$ cat config.mk
export PLATFORM = sky130hd
export DESIGN_NAME = bldc_six_step_speed_controller_top
export DESIGN_NICKNAME = d
export VERILOG_FILES = /design/src/rtl/bldc_pkg.sv /design/src/rtl/bldc_div.sv /design/src/rtl/bldc_six_step_speed_controller_top.sv
export SDC_FILE = /design/constraint.sdc
export NUM_CORES = 1
export LEC_CHECK = 0
export BUFFER_PORTS_ARGS = -buffer_cell sky130_fd_sc_hd__buf_2
export CELL_PAD_IN_SITES_DETAIL_PLACEMENT = 0
export CELL_PAD_IN_SITES_GLOBAL_PLACEMENT = 1
export CORE_MARGIN = 2
export CORE_UTILIZATION = 40
export CTS_CLUSTER_SIZE = 20
export DETAILED_ROUTE_END_ITERATION = 10
export PLACE_DENSITY = 0.75
export REMOVE_ABC_BUFFERS = 1
export SLEW_MARGIN = 5
export SYNTH_ARGS = -nofsm -noshare
export SYNTH_HDL_FRONTEND = slang
export SYNTH_HIERARCHICAL = 1
export SYNTH_SLANG_ARGS = --single-unit
$ cat constraint.sdc
create_clock -name clk_i -period 5.3 [get_ports clk_i]
set_input_delay 1.06 -clock clk_i [delete_from_list [all_inputs] [get_ports clk_i]]
set_output_delay 1.06 -clock clk_i [all_outputs]
set_load 0.02 [all_outputs]
$ cat src/rtl/bldc_pkg.sv
// ----------------------------------------------------------------------------
// bldc_pkg
// Shared types and constants for the six-step speed controller.
// ----------------------------------------------------------------------------
`default_nettype none

package bldc_pkg;

  localparam int unsigned DivSteps = 24;
  localparam int unsigned DivCntW  = $clog2(DivSteps);

  localparam logic [23:0] SpeedNum   = 24'd10_000_000;
  localparam logic [31:0] DutyDiv    = 32'd125;
  localparam logic [15:0] DutyMinQ16 = 16'd3277;
  localparam logic [15:0] DutyMaxQ16 = 16'd62259;
  localparam logic signed [48:0] VHigh = 49'sd1900;
  localparam logic signed [48:0] VLow  = 49'sd100;
  localparam logic signed [47:0] SumMax = {1'b0, {47{1'b1}}};
  localparam logic signed [47:0] SumMin = {1'b1, {47{1'b0}}};

  localparam logic [1:0] PhA = 2'd0;
  localparam logic [1:0] PhB = 2'd1;
  localparam logic [1:0] PhC = 2'd2;

  localparam logic CmdEdge = 1'b0;
  localparam logic CmdStep = 1'b1;

  typedef enum logic [2:0] {
    ST_IDLE,
    ST_RPM,
    ST_ERR,
    ST_ACC,
    ST_MIX,
    ST_CLAMP,
    ST_DUTY,
    ST_OUT
  } ctl_state_e;

  typedef struct packed {
    logic        start;
    logic [23:0] dividend;
    logic [31:0] divisor;
  } div_req_t;

  typedef struct packed {
    logic       valid;
    logic [1:0] hi;
    logic [1:0] lo;
    logic [1:0] fl;
  } phase_set_t;

  function automatic phase_set_t sector_phases(input logic [2:0] sector);
    phase_set_t p;
    p = '0;
    unique case (sector)
      3'd0: p = '{1'b1, PhA, PhB, PhC};
      3'd1: p = '{1'b1, PhA, PhC, PhB};
      3'd2: p = '{1'b1, PhB, PhC, PhA};
      3'd3: p = '{1'b1, PhB, PhA, PhC};
      3'd4: p = '{1'b1, PhC, PhA, PhB};
      3'd5: p = '{1'b1, PhC, PhB, PhA};
      default: p = '0;
    endcase
    return p;
  endfunction

endpackage

`default_nettype wire

$ cat src/rtl/bldc_div.sv
// ----------------------------------------------------------------------------
// bldc_div
// Bit-serial restoring divider, 24-bit dividend by 32-bit divisor,
// one quotient bit per cycle.
// ----------------------------------------------------------------------------
`default_nettype none

module bldc_div
  import bldc_pkg::*;
(
  input  wire logic        clk_i,
  input  wire logic        rst_ni,
  input  wire div_req_t    req_i,
  output logic             done_o,
  output logic [23:0]      quot_o
);

  logic               busy_q, busy_d;
  logic               done_q, done_d;
  logic [DivCntW-1:0] cnt_q, cnt_d;
  logic [31:0]        rem_q, rem_d;
  logic [31:0]        dvs_q, dvs_d;
  logic [23:0]        sh_q, sh_d;
  logic [32:0]        trial;
  logic [32:0]        diff;
  logic               qbit;

  always_comb begin
    trial = {rem_q, sh_q[23]};
    diff  = trial - {1'b0, dvs_q};
    qbit  = (trial >= {1'b0, dvs_q});
  end

  always_comb begin
    busy_d = busy_q;
    done_d = 1'b0;
    cnt_d  = cnt_q;
    rem_d  = rem_q;
    dvs_d  = dvs_q;
    sh_d   = sh_q;
    if (req_i.start) begin
      busy_d = 1'b1;
      cnt_d  = '0;
      rem_d  = '0;
      dvs_d  = req_i.divisor;
      sh_d   = req_i.dividend;
    end else if (busy_q) begin
      rem_d = qbit ? diff[31:0] : trial[31:0];
      sh_d  = {sh_q[22:0], qbit};
      cnt_d = cnt_q + DivCntW'(1);
      if (cnt_q == DivCntW'(DivSteps - 1)) begin
        busy_d = 1'b0;
        done_d = 1'b1;
      end
    end
  end

  always_ff @(posedge clk_i or negedge rst_ni) begin
    if (!rst_ni) begin
      busy_q <= 1'b0;
      done_q <= 1'b0;
      cnt_q  <= '0;
    end else begin
      busy_q <= busy_d;
      done_q <= done_d;
      cnt_q  <= cnt_d;
    end
  end

  always_ff @(posedge clk_i) begin
    rem_q <= rem_d;
    dvs_q <= dvs_d;
    sh_q  <= sh_d;
  end

  assign done_o = done_q;
  assign quot_o = sh_q;

endmodule

`default_nettype wire

$ cat src/rtl/bldc_six_step_speed_controller_top.sv
// ----------------------------------------------------------------------------
// bldc_six_step_speed_controller_top
// Hall edge period capture, serial speed measurement, PI duty and six-step
// commutation phase selection.
// ----------------------------------------------------------------------------
//  channel  dir  handshake               payload
//  in       in   in_valid_i / in_stall_o  cmd_i, timestamp_us_i, sector_i
//  out      out  out_valid_o / out_stall_i drive_valid_o .. speed_rpm_o
//  cfg      in   cfg_valid_i / cfg_ready_o target_rpm_i
//
//  Edge events only update the period. A control step runs the speed divide
//  and, when the duty does not clamp, the duty scaling divide, both in the
//  shared bit-serial divider. Zero period skips the speed divide. Reset
//  clears FSM state, target, timestamp, period, integrator and out_valid_o.
//  One result waits in the output register under out_stall_i while new items
//  are taken; a step holds in its last state until that register frees up.
// ----------------------------------------------------------------------------
`default_nettype none

module bldc_six_step_speed_controller_top
  import bldc_pkg::*;
(
  input  wire logic        clk_i,
  input  wire logic        rst_ni,
  input  wire logic        in_valid_i,
  output logic             in_stall_o,
  input  wire logic        cmd_i,
  input  wire logic [31:0] timestamp_us_i,
  input  wire logic [2:0]  sector_i,
  output logic             out_valid_o,
  input  wire logic        out_stall_i,
  output logic             drive_valid_o,
  output logic [1:0]       high_phase_o,
  output logic [1:0]       low_phase_o,
  output logic [1:0]       float_phase_o,
  output logic [15:0]      duty_q16_o,
  output logic [23:0]      speed_rpm_o,
  input  wire logic        cfg_valid_i,
  output logic             cfg_ready_o,
  input  wire logic [19:0] target_rpm_i
);

  ctl_state_e state_q, state_d;

  logic [19:0]        target_q;
  logic [31:0]        last_q;
  logic [31:0]        period_q;
  logic signed [47:0] sum_q, sum_d;
  logic [2:0]         sector_q;
  logic [23:0]        rpm_q;
  logic signed [24:0] err_q;
  logic signed [32:0] prod_q;
  logic signed [48:0] v_q;
  logic [15:0]        duty_q;
  logic signed [48:0] sum_wide;

  logic       out_valid_q;
  logic       drive_valid_q;
  logic [1:0] high_q, low_q, float_q;
  logic [15:0] duty_out_q;
  logic [23:0] rpm_out_q;

  logic       in_xfer;
  logic       out_xfer;
  logic       out_free;
  logic       out_load;
  div_req_t   div_req;
  logic       div_done;
  logic [23:0] div_quot;
  phase_set_t ph;

  assign in_xfer  = in_valid_i && !in_stall_o;
  assign out_xfer = out_valid_q && !out_stall_i;
  assign out_free = !out_valid_q || !out_stall_i;
  assign cfg_ready_o = 1'b1;

  bldc_div u_div (
    .clk_i  (clk_i),
    .rst_ni (rst_ni),
    .req_i  (div_req),
    .done_o (div_done),
    .quot_o (div_quot)
  );

  // next state
  always_comb begin
    state_d = state_q;
    unique case (state_q)
      ST_IDLE: begin
        if (in_xfer && (cmd_i == CmdStep)) begin
          state_d = (period_q == '0) ? ST_ERR : ST_RPM;
        end
      end
      ST_RPM: begin
        if (div_done) state_d = ST_ERR;
      end
      ST_ERR:   state_d = ST_ACC;
      ST_ACC:   state_d = ST_MIX;
      ST_MIX:   state_d = ST_CLAMP;
      ST_CLAMP: begin
        if (v_q >= VHigh || v_q <= VLow) state_d = ST_OUT;
        else                             state_d = ST_DUTY;
      end
      ST_DUTY: begin
        if (div_done) state_d = ST_OUT;
      end
      ST_OUT: begin
        if (out_free) state_d = ST_IDLE;
      end
      default: state_d = ST_IDLE;
    endcase
  end

  // control outputs
  always_comb begin
    in_stall_o = 1'b1;
    out_load   = 1'b0;
    div_req    = '0;
    unique case (state_q)
      ST_IDLE: begin
        in_stall_o       = 1'b0;
        div_req.start    = in_valid_i && (cmd_i == CmdStep) && (period_q != '0);
        div_req.dividend = SpeedNum;
        div_req.divisor  = period_q;
      end
      ST_CLAMP: begin
        div_req.start    = !(v_q >= VHigh || v_q <= VLow);
        div_req.dividend = 24'({v_q[10:0], 12'b0});
        div_req.divisor  = DutyDiv;
      end
      ST_OUT: out_load = out_free;
      default: ;
    endcase
  end

  always_comb begin
    sum_wide = 49'(sum_q) + 49'(err_q);
    if (sum_wide[48] != sum_wide[47]) sum_d = sum_wide[48] ? SumMin : SumMax;
    else                              sum_d = sum_wide[47:0];
  end

  assign ph = sector_phases(sector_q);

  always_ff @(posedge clk_i or negedge rst_ni) begin
    if (!rst_ni) begin
      state_q     <= ST_IDLE;
      target_q    <= '0;
      last_q      <= '0;
      period_q    <= '0;
      sum_q       <= '0;
      out_valid_q <= 1'b0;
    end else begin
      state_q <= state_d;
      if (cfg_valid_i && cfg_ready_o) target_q <= target_rpm_i;
      if (in_xfer && (cmd_i == CmdEdge)) begin
        period_q <= timestamp_us_i - last_q;
        last_q   <= timestamp_us_i;
      end
      if (state_q == ST_ACC) sum_q <= sum_d;
      if (out_load)      out_valid_q <= 1'b1;
      else if (out_xfer) out_valid_q <= 1'b0;
    end
  end

  always_ff @(posedge clk_i) begin
    if (in_xfer && (cmd_i == CmdStep)) begin
      sector_q <= sector_i;
      rpm_q    <= '0;
    end
    if (state_q == ST_RPM && div_done) rpm_q <= div_quot;
    if (state_q == ST_ERR) begin
      err_q <= $signed({5'b0, target_q}) - $signed({1'b0, rpm_q});
    end
    if (state_q == ST_ACC) prod_q <= 33'(err_q) * 33'sd200;
    if (state_q == ST_MIX) v_q <= 49'(prod_q) + 49'(sum_q);
    if (state_q == ST_CLAMP) begin
      if (v_q >= VHigh)     duty_q <= DutyMaxQ16;
      else if (v_q <= VLow) duty_q <= DutyMinQ16;
    end
    if (state_q == ST_DUTY && div_done) duty_q <= div_quot[15:0];
    if (out_load) begin
      drive_valid_q <= ph.valid;
      high_q        <= ph.hi;
      low_q         <= ph.lo;
      float_q       <= ph.fl;
      duty_out_q    <= duty_q;
      rpm_out_q     <= rpm_q;
    end
  end

  assign out_valid_o   = out_valid_q;
  assign drive_valid_o = drive_valid_q;
  assign high_phase_o  = high_q;
  assign low_phase_o   = low_q;
  assign float_phase_o = float_q;
  assign duty_q16_o    = duty_out_q;
  assign speed_rpm_o   = rpm_out_q;

endmodule

`default_nettype wire
==> reports/results.ini, run 1 <==
[timing]
hold_violations=0
slew_viol_final=0
tns_ns=0
setup_viol=0
setup_slack_ns=0.9076
slew_headroom_pct=22.25
rsz0062_at_grt=false
clock.fmax_ghz=0.2277
tightest_slew_ns=1.160
fin_skew_ns=0.05266
post-route-period-util_pct=82.88
period_minus_slack_ns=4.392
timing.hold.ws_ns=0.2946

[logic_synthesis]
async_flop_share_pct=33.65
synth_enable_flop_cells=250
yosysSeqAreaShare_pct=42.18
ys_seq_elements=425
synth.top_cell.area_share_pct=27.01
synth_largest_area_cell=edfxtp_1
synth_top_family_by_area=compound AO/OA/AOI/OAI gates
synth-adder-area-share_pct=13.89
ys_types=99
synth_compound_area_share_pct=18.34
netlist_top_cells_area=edfxtp_1 27%, dfrtp_1 13%, ha_1 11%, nand2_1 3.9%, xnor2_1 3.5%
syn_area_per_cell_um2=9.892
synth_mux_area_share_pct=2.696
ys.flop_type=edfxtp_1
ys_warn_count=6
netlist_area_um2=27800
synth-simple-area-share_pct=13.15
synthCells=2810
synthXorXnorAreaFrac_pct=5.604

[worst_setup_path]
crit_fanout=26
cpPeakStageDelay_ns=0.86
critical_path_required_ns=5.73
critPathLaunchType=flop
setup.worst_path.end_class=flop
path_cells=buf_4 > ha_1 > nand2_1 > nor2_1 > a211oi_1 > o21a_1 > o21ai_0 > a41oi_2 > xnor2_2 > nand2_1 > buf_4 > o21ai_1 > o21ai_1
path_class=flop to flop
crit_slowest_cell=xnor2_2
crit_arrival_ns=4.82

[floorplanning]
dieArea_um2=71620
die_w_um=267.6
coreArea_um2=68710
die_h_um=267.6
io-pin-count=111
row_count=96
initial_core_util_pct=40.46

[cts]
clk_pin_slew_ns=0.06
cts_tree=yes
cts.sinks=425
cts_hold_buf=0
clk_path_buf_depth=3
cts_inserted_buffers=50
clk_latency_ns=0.62
cts_root_buffer=clkbuf_16
postCtsSetupRepairBufs=0
cts_resized=0
htreeDepth=2

[drt]
wl_per_cell_um=17.76
met3_wirelength_mm=2.989
postRouteWirelength_mm=68.83
highest_layer=met5
drtIter0Drc=1131
ant_nets=0
wl_met1_mm=33.28
routed-wl-met2_mm=31.43
via_count=20728
drc=0
dr.pass1.iters=5
vias_per_cell=5.349

[layout]
layout_commonest_cell=nand2_1
final_core_util_pct=45.05
n_antenna_cell=0
areaGrowthSynthToFinish_pct=11.35
multi_input_area_um2=15010
drive_above_1_share_pct=10.46
seq_area_um2=11730
nNetsFinal=3248
layoutNonFillerInstCount=3875
final_cell_mix=292 x nand2_1, 255 x ha_1, 250 x edfxtp_1, 187 x inv_1, 175 x a21oi_1
fillers=6566

[hold_path]
hp-class=input port to async pin

[global_routing]
grt-ovfl-total=0
antenna_found_initial=1
grt_max_degree=128
grt_usage_pct=19.43
grt_pass1_vias=20742
grt_pass1_wl_mm=112.2

[flow_run]
drv_cap=0

[placement]
portBuffers=109
place.gp.congestion=0.9497
dp_cells=3783
post-place-ws_ns=0.9044
place.detailed.hpwl_mm=51.99

[outcome]
status=finished, final reports clean

[power]
p_per_area_nw_per_um2=693.7
ir_drop_uv=310.2
p_leak_nw=13.45

==> flip-flops by register name, indices dropped and copies added (netlist names) <==
signal	count
rpm_q	24
target_q	20
u_div/done_o	1
period_q	32
duty_q	16
u_div/dvs_q	32
u_div/rem_q	32
low_phase_o	2
prod_q	30
u_div/busy_q	1
u_div/cnt_q	5
float_phase_o	2
u_div/quot_o	24
drive_valid_o	1
last_q	32
duty_q16_o	16
sector_q	3
speed_rpm_o	24
high_phase_o	2
out_valid_o	1
state_q	3
err_q	25
v_q	49
sum_q	48
==> synth_stat cells, drive strengths merged, types with 32 or more instances <==
cell and count:
mux2 44, nand2 292, o211ai 32, o21a 37, xnor2 111, nor3 44, ha 255, nor2 167
a211oi 50, and2 61, dfrtp 143, buf 34, a21oi 177, xor2 66, clkbuf 61, nand4 37
edfxtp 250, o21ai 221, nand3 45, dfxtp 32, a21o 105, inv 188
==> routing by layer <==
| layer | vias up | track usage [%] |
|---|---|---|
| met3 | 68 | 2.795 |
| li1 | 10386 | - |
| met4 | 2 | 4.318 |
| met2 | 399 | 31.35 |
| met5 | - | 0 |
| met1 | 9873 | 27.59 |
==> cell type report <==
class	count	share of cell area (%)
clock buffers	60	4.260
clock inverters	32	1.015
inverters	188	2.280
multi-input cells	2110	48.49
flip-flops and latches	425	37.88
well taps	931	3.763
repair buffers	129	2.308
==> final timing paths <==
kind                                     startpoint                 endpoint  slack [ns]  cells past startpoint
worst max-delay path            err_q[24]$_DFFE_PP_    sum_q[28]$_DFFE_PN0P_        0.91                     13
worst min-delay path                         rst_ni  target_q[8]$_DFFE_PN0P_        0.29                      1
worst max register to register  err_q[24]$_DFFE_PP_    sum_q[28]$_DFFE_PN0P_        0.91                     13
worst min register to register  duty_q[1]$_DFFE_PP_  duty_q16_o[1]$_DFFE_PP_        0.42                      0
max in group asynchronous                    rst_ni   last_q[16]$_DFFE_PN0P_        3.97                      2
min in group clk_i              duty_q[1]$_DFFE_PP_  duty_q16_o[1]$_DFFE_PP_        0.42                      0
==> metrics by stage <==
step	cell area [um^2]	power [W]
floorplan	27390	0.01488
global placement	29320	0.01782
detailed placement	29320	0.01802
CTS	30950	0.02158
global route	30950	0.02330
finish	30950	0.02147
==> worst max-delay path, delay by kind of cell, from the launching register on <==
family,cells,cell delay [ns]
AO/OA/AOI/OAI,6,0.81
XOR/XNOR,1,0.86
adder cells (fa/ha/maj),1,0.47
buffers and inverters,2,0.69
flip-flops,1,0.57
AND/OR/NAND/NOR,3,0.81
==> power breakdown <==
group | switching (W) | internal, W
Sequential | 0.000802 | 0.00495
Clock | 0.00145 | 0.00198
Combinational | 0.00721 | 0.00508
==> cells by family (layout without fill, tap and decap cells) <==
family	Yosys count	after routing
compound gates	784	784
other cells	2	10
flops	425	425
simple gates	777	777
fa+ha+maj	293	293
xor+xnor	177	177
buf+inv	283	409
mux	69	69
Power figures use the tool's default switching activity.
==> run 2: changes to the inputs <==
clock period = 4.47 ns   (was 5.3 ns; I/O delays follow)
==> run 2 against run 1 <==
Effect of this change: setup slack got worse by 0.73 ns; sequential share of layout area decreased by 0.24 points; count of clock-buffer cells in the layout increased by 15; sequential power increased by 17%; critical path depth increased by 2; clock skew increased by 0.018 ns; non-clock buffer count increased by 14; worst hold slack got worse by 0.0088 ns; total power increased by 19%; largest cell class unchanged.
==> reports/results.ini, run 2 (synthesized netlist as in run 1, its figures left out) <==
[layout]
layout_commonest_cell=nand2_1
fin_area_um2=31150
n_antenna_cell=0
reg_top3=v_q x49, sum_q x48
regMostFlops=v_q
areaGrowthSynthToFinish_pct=12.06
layoutNonFillerInstCount=3891
drive_above_1_share_pct=10.88
final_cell_mix=292 x nand2_1, 255 x ha_1, 250 x edfxtp_1, 187 x inv_1, 174 x a21oi_1
nNetsFinal=3262
largest_reg_flops=49
fillers=6623

[timing]
post-route-period-util_pct=95.92
slew_viol_final=0
setup_viol=0
rsz0062_at_grt=false
tightest_slew_ns=1.134
timing.hold.ws_ns=0.2858
hold_violations=0
clock.fmax_ghz=0.2332
slew_headroom_pct=24.00
period_minus_slack_ns=4.288
fin_skew_ns=0.07025

[cts]
clk_pin_slew_ns=0.07
clk_latency_ns=0.64
postCtsSetupRepairBufs=0
htreeDepth=2
cts_tree=yes
clk_path_buf_depth=3
cts_resized=0
cts.sinks=425
cts_inserted_buffers=50
cts_hold_buf=0
cts_root_buffer=clkbuf_16

[drt]
drtIter0Drc=1419
dr.pass1.iters=5
via_count=21003
vias_per_cell=5.398
drc=0
ant_nets=0
postRouteWirelength_mm=68.69
wl_per_cell_um=17.65

[worst_setup_path]
critPathLaunchType=flop
cp_common_cell=ha_1
setup.worst_path.end_class=flop
crit_fanout=4
cp_num_cells=15
crit_family=adder cells
path_class=flop to flop
path_buf_inv=0
ff2ff_path_depth=15
crit_arrival_ns=4.61
crit_slowest_cell=edfxtp_1
path_cells=ha_1 > fa_1 > ha_1 > ha_1 > fa_1 > a21o_1 > a21oi_2 > o211ai_1 > a21o_1 > o221a_2 > nand4_1 > a31o_2 > o21ai_0 > a21oi_1 > xnor2_1
critical_path_required_ns=4.79
cpPeakStageDelay_ns=0.47

[floorplanning]
io-pin-count=111
dieArea_um2=71620
row_count=96
die_w_um=267.6
initial_core_util_pct=40.46
die_h_um=267.6
coreArea_um2=68710

[global_routing]
gr-max-usage-layer=met2
grt_pass1_vias=21024
met3_usage_pct=3.282
grt_usage_pct=19.32
grt_max_degree=87
grtUsageMet1_pct=26.24
grt_util_met2_pct=31.89
antenna_found_initial=1
grt_pass1_wl_mm=111.7
grt-ovfl-total=0

[placement]
place.gp.congestion=0.9038
placed_cell_area_um2=29440
dp_cells=3797
place.detailed.hpwl_mm=51.81
portBuffers=109

[flow_run]
drv_cap=0

[power]
ir_drop_uv=439.1
p_total_w=0.02565
p_per_area_nw_per_um2=823.4
p_leak_nw=13.55

[hold_path]
hp-class=input port to async pin

[outcome]
status=finished, final reports clean

run 2: cell types whose count changed in the layout (fill, tap and decap cells not counted), sizes merged:
cell	before	now
buf	129	143
clkbuf	60	75
clkinv	20	11
clkinvlp	5	1
run 2: worst reg2reg max path: stages (launching register included):
cell	delay, ns
edfxtp_1	0.47
ha_1	0.34
fa_1	0.47
ha_1	0.30
ha_1	0.23
fa_1	0.42
a21o_1	0.20
a21oi_2	0.22
o211ai_1	0.15
a21o_1	0.22
o221a_2	0.27
nand4_1	0.11
a31o_2	0.20
o21ai_0	0.08
a21oi_1	0.20
xnor2_1	0.08
run 2: area by class of cell:
type                       count  area, um^2  area share (%)
timing repair buffer         143       832.0           2.671
multi-input combinational   2110       15020           48.23
clock buffer                  75        1415           4.543
clock inverter                19       282.8          0.9077
inverter                     188       705.7           2.265
tap                          931        1165           3.739
sequential                   425       11730           37.64
run 2: routing by layer:
metal / wire [um] / part of all wire (%)
met1: 31700 / 46
met4: 1475 / 2.1
met5: 0 / 0
met3: 3747 / 5.5
met2: 31770 / 46
run 2: worst paths after layout:
kind	start	endpoint	slack [ns]
worst max-delay path	err_q[2]$_DFFE_PP_	prod_q[32]$_DFFE_PP_	0.18
worst min-delay path	rst_ni	sum_q[6]$_DFFE_PN0P_	0.29
worst max register to register	err_q[2]$_DFFE_PP_	prod_q[32]$_DFFE_PP_	0.18
worst min register to register	duty_q[15]$_DFFE_PP_	duty_q16_o[15]$_DFFE_PP_	0.42
max in group asynchronous	rst_ni	period_q[29]$_DFFE_PN0P_	3.19
min in group clk_i	duty_q[15]$_DFFE_PP_	duty_q16_o[15]$_DFFE_PP_	0.42
run 2: power by group:
group,internal (W),switching [W]
Combinational,0.00614,0.00856
Clock,0.00245,0.00176
Sequential,0.00587,0.000881
Total,0.0145,0.0112
run 2: through the flow:
stage                     setup WS (ns)  utilization [%]  setup TNS, ns
after global routing            0.04406            45.34              0
after global placement           0.3092            42.85              0
final                            0.1823            45.34              0
after detailed placement         0.1902            42.85              0
after floorplan                  -3.721                -        -275.23
after CTS                        0.1234            45.32              0
==> run 3: changes to the inputs <==
SYNTH_HIERARCHICAL = unset   (was 1)
==> run 3 against run 2 <==
Effect of this change: global-route usage is 0.25 points higher; count of clock-buffer cells in the layout is 13 lower; synthesized cell count is 2.8% lower; critical path type unchanged; critical endpoint unchanged; largest power group unchanged.
==> reports/results.ini, run 3 <==
[timing]
fin_skew_ns=0.04076
setup_slack_ns=0.2297
setup_viol=0
period_minus_slack_ns=4.240
tightest_slew_ns=0.9035
clock.fmax_ghz=0.2358
hold_violations=0
post-route-period-util_pct=94.86
slew_headroom_pct=39.77
slew_viol_final=0
tns_ns=0

[cts]
cts_root_buffer=clkbuf_16
clk_pin_slew_ns=0.06
cts_inserted_buffers=49
htreeDepth=2
cts_tree=yes
clk_path_buf_depth=3
clk_latency_ns=0.62
cts.sinks=425

[drt]
postRouteWirelength_mm=69.81
wl_per_cell_um=18.51
via_count=20516
vias_per_cell=5.440
ant_nets=0
drtIter0Drc=1207
dr.pass1.iters=5
drc=0

[layout]
fin_area_um2=31070
regMostFlops=v_q
drive_above_1_share_pct=12.05
largest_reg_flops=49
layout_commonest_cell=ha_1
fillers=6395
nNetsFinal=3191
reg_top3=v_q x49, sum_q x48
areaGrowthSynthToFinish_pct=12.74
final_cell_mix=256 x ha_1, 250 x edfxtp_1, 241 x nand2_1, 173 x a21oi_1, 160 x inv_1

[worst_setup_path]
critPathLaunchType=flop
r2r_start=err_q[2]$_DFFE_PP_
ff2ff_path_depth=17
setup.worst_path.end_class=flop
crit_slowest_cell=fa_1
critical_path_required_ns=4.83
r2r_setup_slack_ns=0.23
crit_family=adder cells
crit_fanout=3
crit_arrival_ns=4.60
cpPeakStageDelay_ns=0.47
path_class=flop to flop
r2r-end=prod_q[32]$_DFFE_PP_
path_cells=ha_1 > fa_1 > ha_1 > ha_1 > fa_2 > a21o_1 > a21oi_1 > buf_4 > o21a_1 > o31ai_1 > a21oi_2 > a21oi_2 > a211o_1 > a21oi_2 > o21ai_0 > a21oi_1 > xor2_1
path_buf_inv=1

[global_routing]
antenna_found_initial=6
grt_max_degree=96
grt_pass1_wl_mm=110.5
grt_pass1_vias=20493
grt_usage_pct=19.56
grt-ovfl-total=0

[floorplanning]
die_w_um=266.5
row_count=96
io-pin-count=111
dieArea_um2=71010
coreArea_um2=68350
die_h_um=266.5
initial_core_util_pct=40.32

[logic_synthesis]
ys_seq_elements=425
ys_top_cells_by_count=256 x ha_1, 250 x edfxtp_1, 241 x nand2_1
netlist_top_cells_area=edfxtp_1 27%, dfrtp_1 13%, ha_1 12%, xnor2_1 3.7%, nand2_1 3.3%
netlist_area_um2=27560
yosysSeqAreaShare_pct=42.55
synth.top_cell.area_share_pct=27.24
ys.flop_type=edfxtp_1
synth_largest_area_cell=edfxtp_1
ys_warn_count=0
synth_enable_flop_cells=250
async_flop_share_pct=33.65
yosysMostFrequentCell=ha_1
syn_area_per_cell_um2=10.09
synthCells=2731
ys_types=88

[placement]
place.detailed.hpwl_mm=53.15
placed_cell_area_um2=29310
place.gp.congestion=0.9168
post-place-ws_ns=0.009391
portBuffers=109

[power]
ir_drop_uv=354.8
p_leak_nw=13.56
p_per_area_nw_per_um2=873.1
p_total_w=0.02713

[flow_run]
drv_cap=0

[outcome]
status=finished, final reports clean

[hold_path]
hp-class=input port to async pin

==> run 3: cell types whose count changed after synthesis, moves of 12 or more <==
cell / change
nand2_1: -51
o21ai_0: -39
inv_1: -26
clkbuf_1: +19
and2_1: +15
nor2b_1: +15
buf_2: -12
nor2_1: -12
==> run 3: kinds of logic after synthesis <==
kind of cell             count (synthesis)  synth area share [%]
AND/OR/NAND/NOR                        761                 13.49
AO/OA/AOI/OAI                          726                 17.19
flip-flops                             425                 42.55
adder cells (fa/ha/maj)                297                 14.17
buffers and inverters                  259                 3.641
XOR/XNOR                               178                 5.657
multiplexers                            84                 3.282
other                                    1               0.01361
==> run 3: final cells by class <==
class	count	area, um^2	area share, %
flip-flops and latches	425	11730	37.75
multi-input cells	2047	14890	47.94
inverters	162	608.1	1.957
diodes	2	5.005	0.01611
clock inverters	30	391.6	1.260
well taps	882	1104	3.552
repair buffers	161	1005	3.234
clock buffers	62	1335	4.297
==> run 3: power breakdown <==
group | internal (W) | switching [W]
Clock | 0.00254 | 0.00173
Combinational | 0.00682 | 0.00905
Sequential | 0.00603 | 0.000963
==> run 3: layer usage <==
metal | track usage, % | wire length [um] | vias up
li1 | - | - | 10156
met1 | 24.12 | 30120 | 9870
met2 | 35.00 | 34770 | 369
met3 | 2.906 | 2830 | 113
met4 | 6.256 | 2036 | 8
met5 | 0 | 51 | -
==> run 3: what timing repair did <==
| item | in CTS | in global routing |
|---|---|---|
| gates resized for setup | 1 | 6 |
| gates cloned | 0 | 0 |
| setup endpoints to repair | 1 | 4 |
| hold buffers | 0 | 0 |
| buffers inserted | 0 | 0 |
| pin swaps | 0 | 2 |
==> run 3: worst max path at each step <==
stage	end	slack (ns)	cells past startpoint	startpoint
final	prod_q[32]$_DFFE_PP_	0.23	17	err_q[2]$_DFFE_PP_
after global routing	prod_q[29]$_DFFE_PP_	-0.008	15	err_q[3]$_DFFE_PP_
after CTS	prod_q[32]$_DFFE_PP_	0.07	17	err_q[2]$_DFFE_PP_
after detailed placement	prod_q[32]$_DFFE_PP_	0.009	17	err_q[2]$_DFFE_PP_
after global placement	prod_q[32]$_DFFE_PP_	0.07	17	err_q[2]$_DFFE_PP_
after floorplan	last_q[10]$_DFFE_PN0P_	-0.19	5	state_q[0]$_DFFE_PN0P_
==> run 3: worst register-to-register path, cell delays in order, from the launching register on <==
cell and delay, ns:
edfxtp_1 0.43, ha_1 0.33, fa_1 0.47, ha_1 0.32
ha_1 0.23, fa_2 0.35, a21o_1 0.16, a21oi_1 0.13
buf_4 0.14, o21a_1 0.14, o31ai_1 0.15, a21oi_2 0.21
a21oi_2 0.09, a211o_1 0.28, a21oi_2 0.19, o21ai_0 0.12
a21oi_1 0.18, xor2_1 0.08
==> run 3: per-stage QoR <==
step	hold WS (ns)	util (%)	instances
3_3_place_gp	0.4077	42.88	3677
6_report	0.3407	45.46	3771
5_1_grt	0.3920	45.45	3769
2_1_floorplan	0.4003	-	2634
3_5_place_dp	0.4056	42.88	3677
4_1_cts	0.3665	45.41	3769
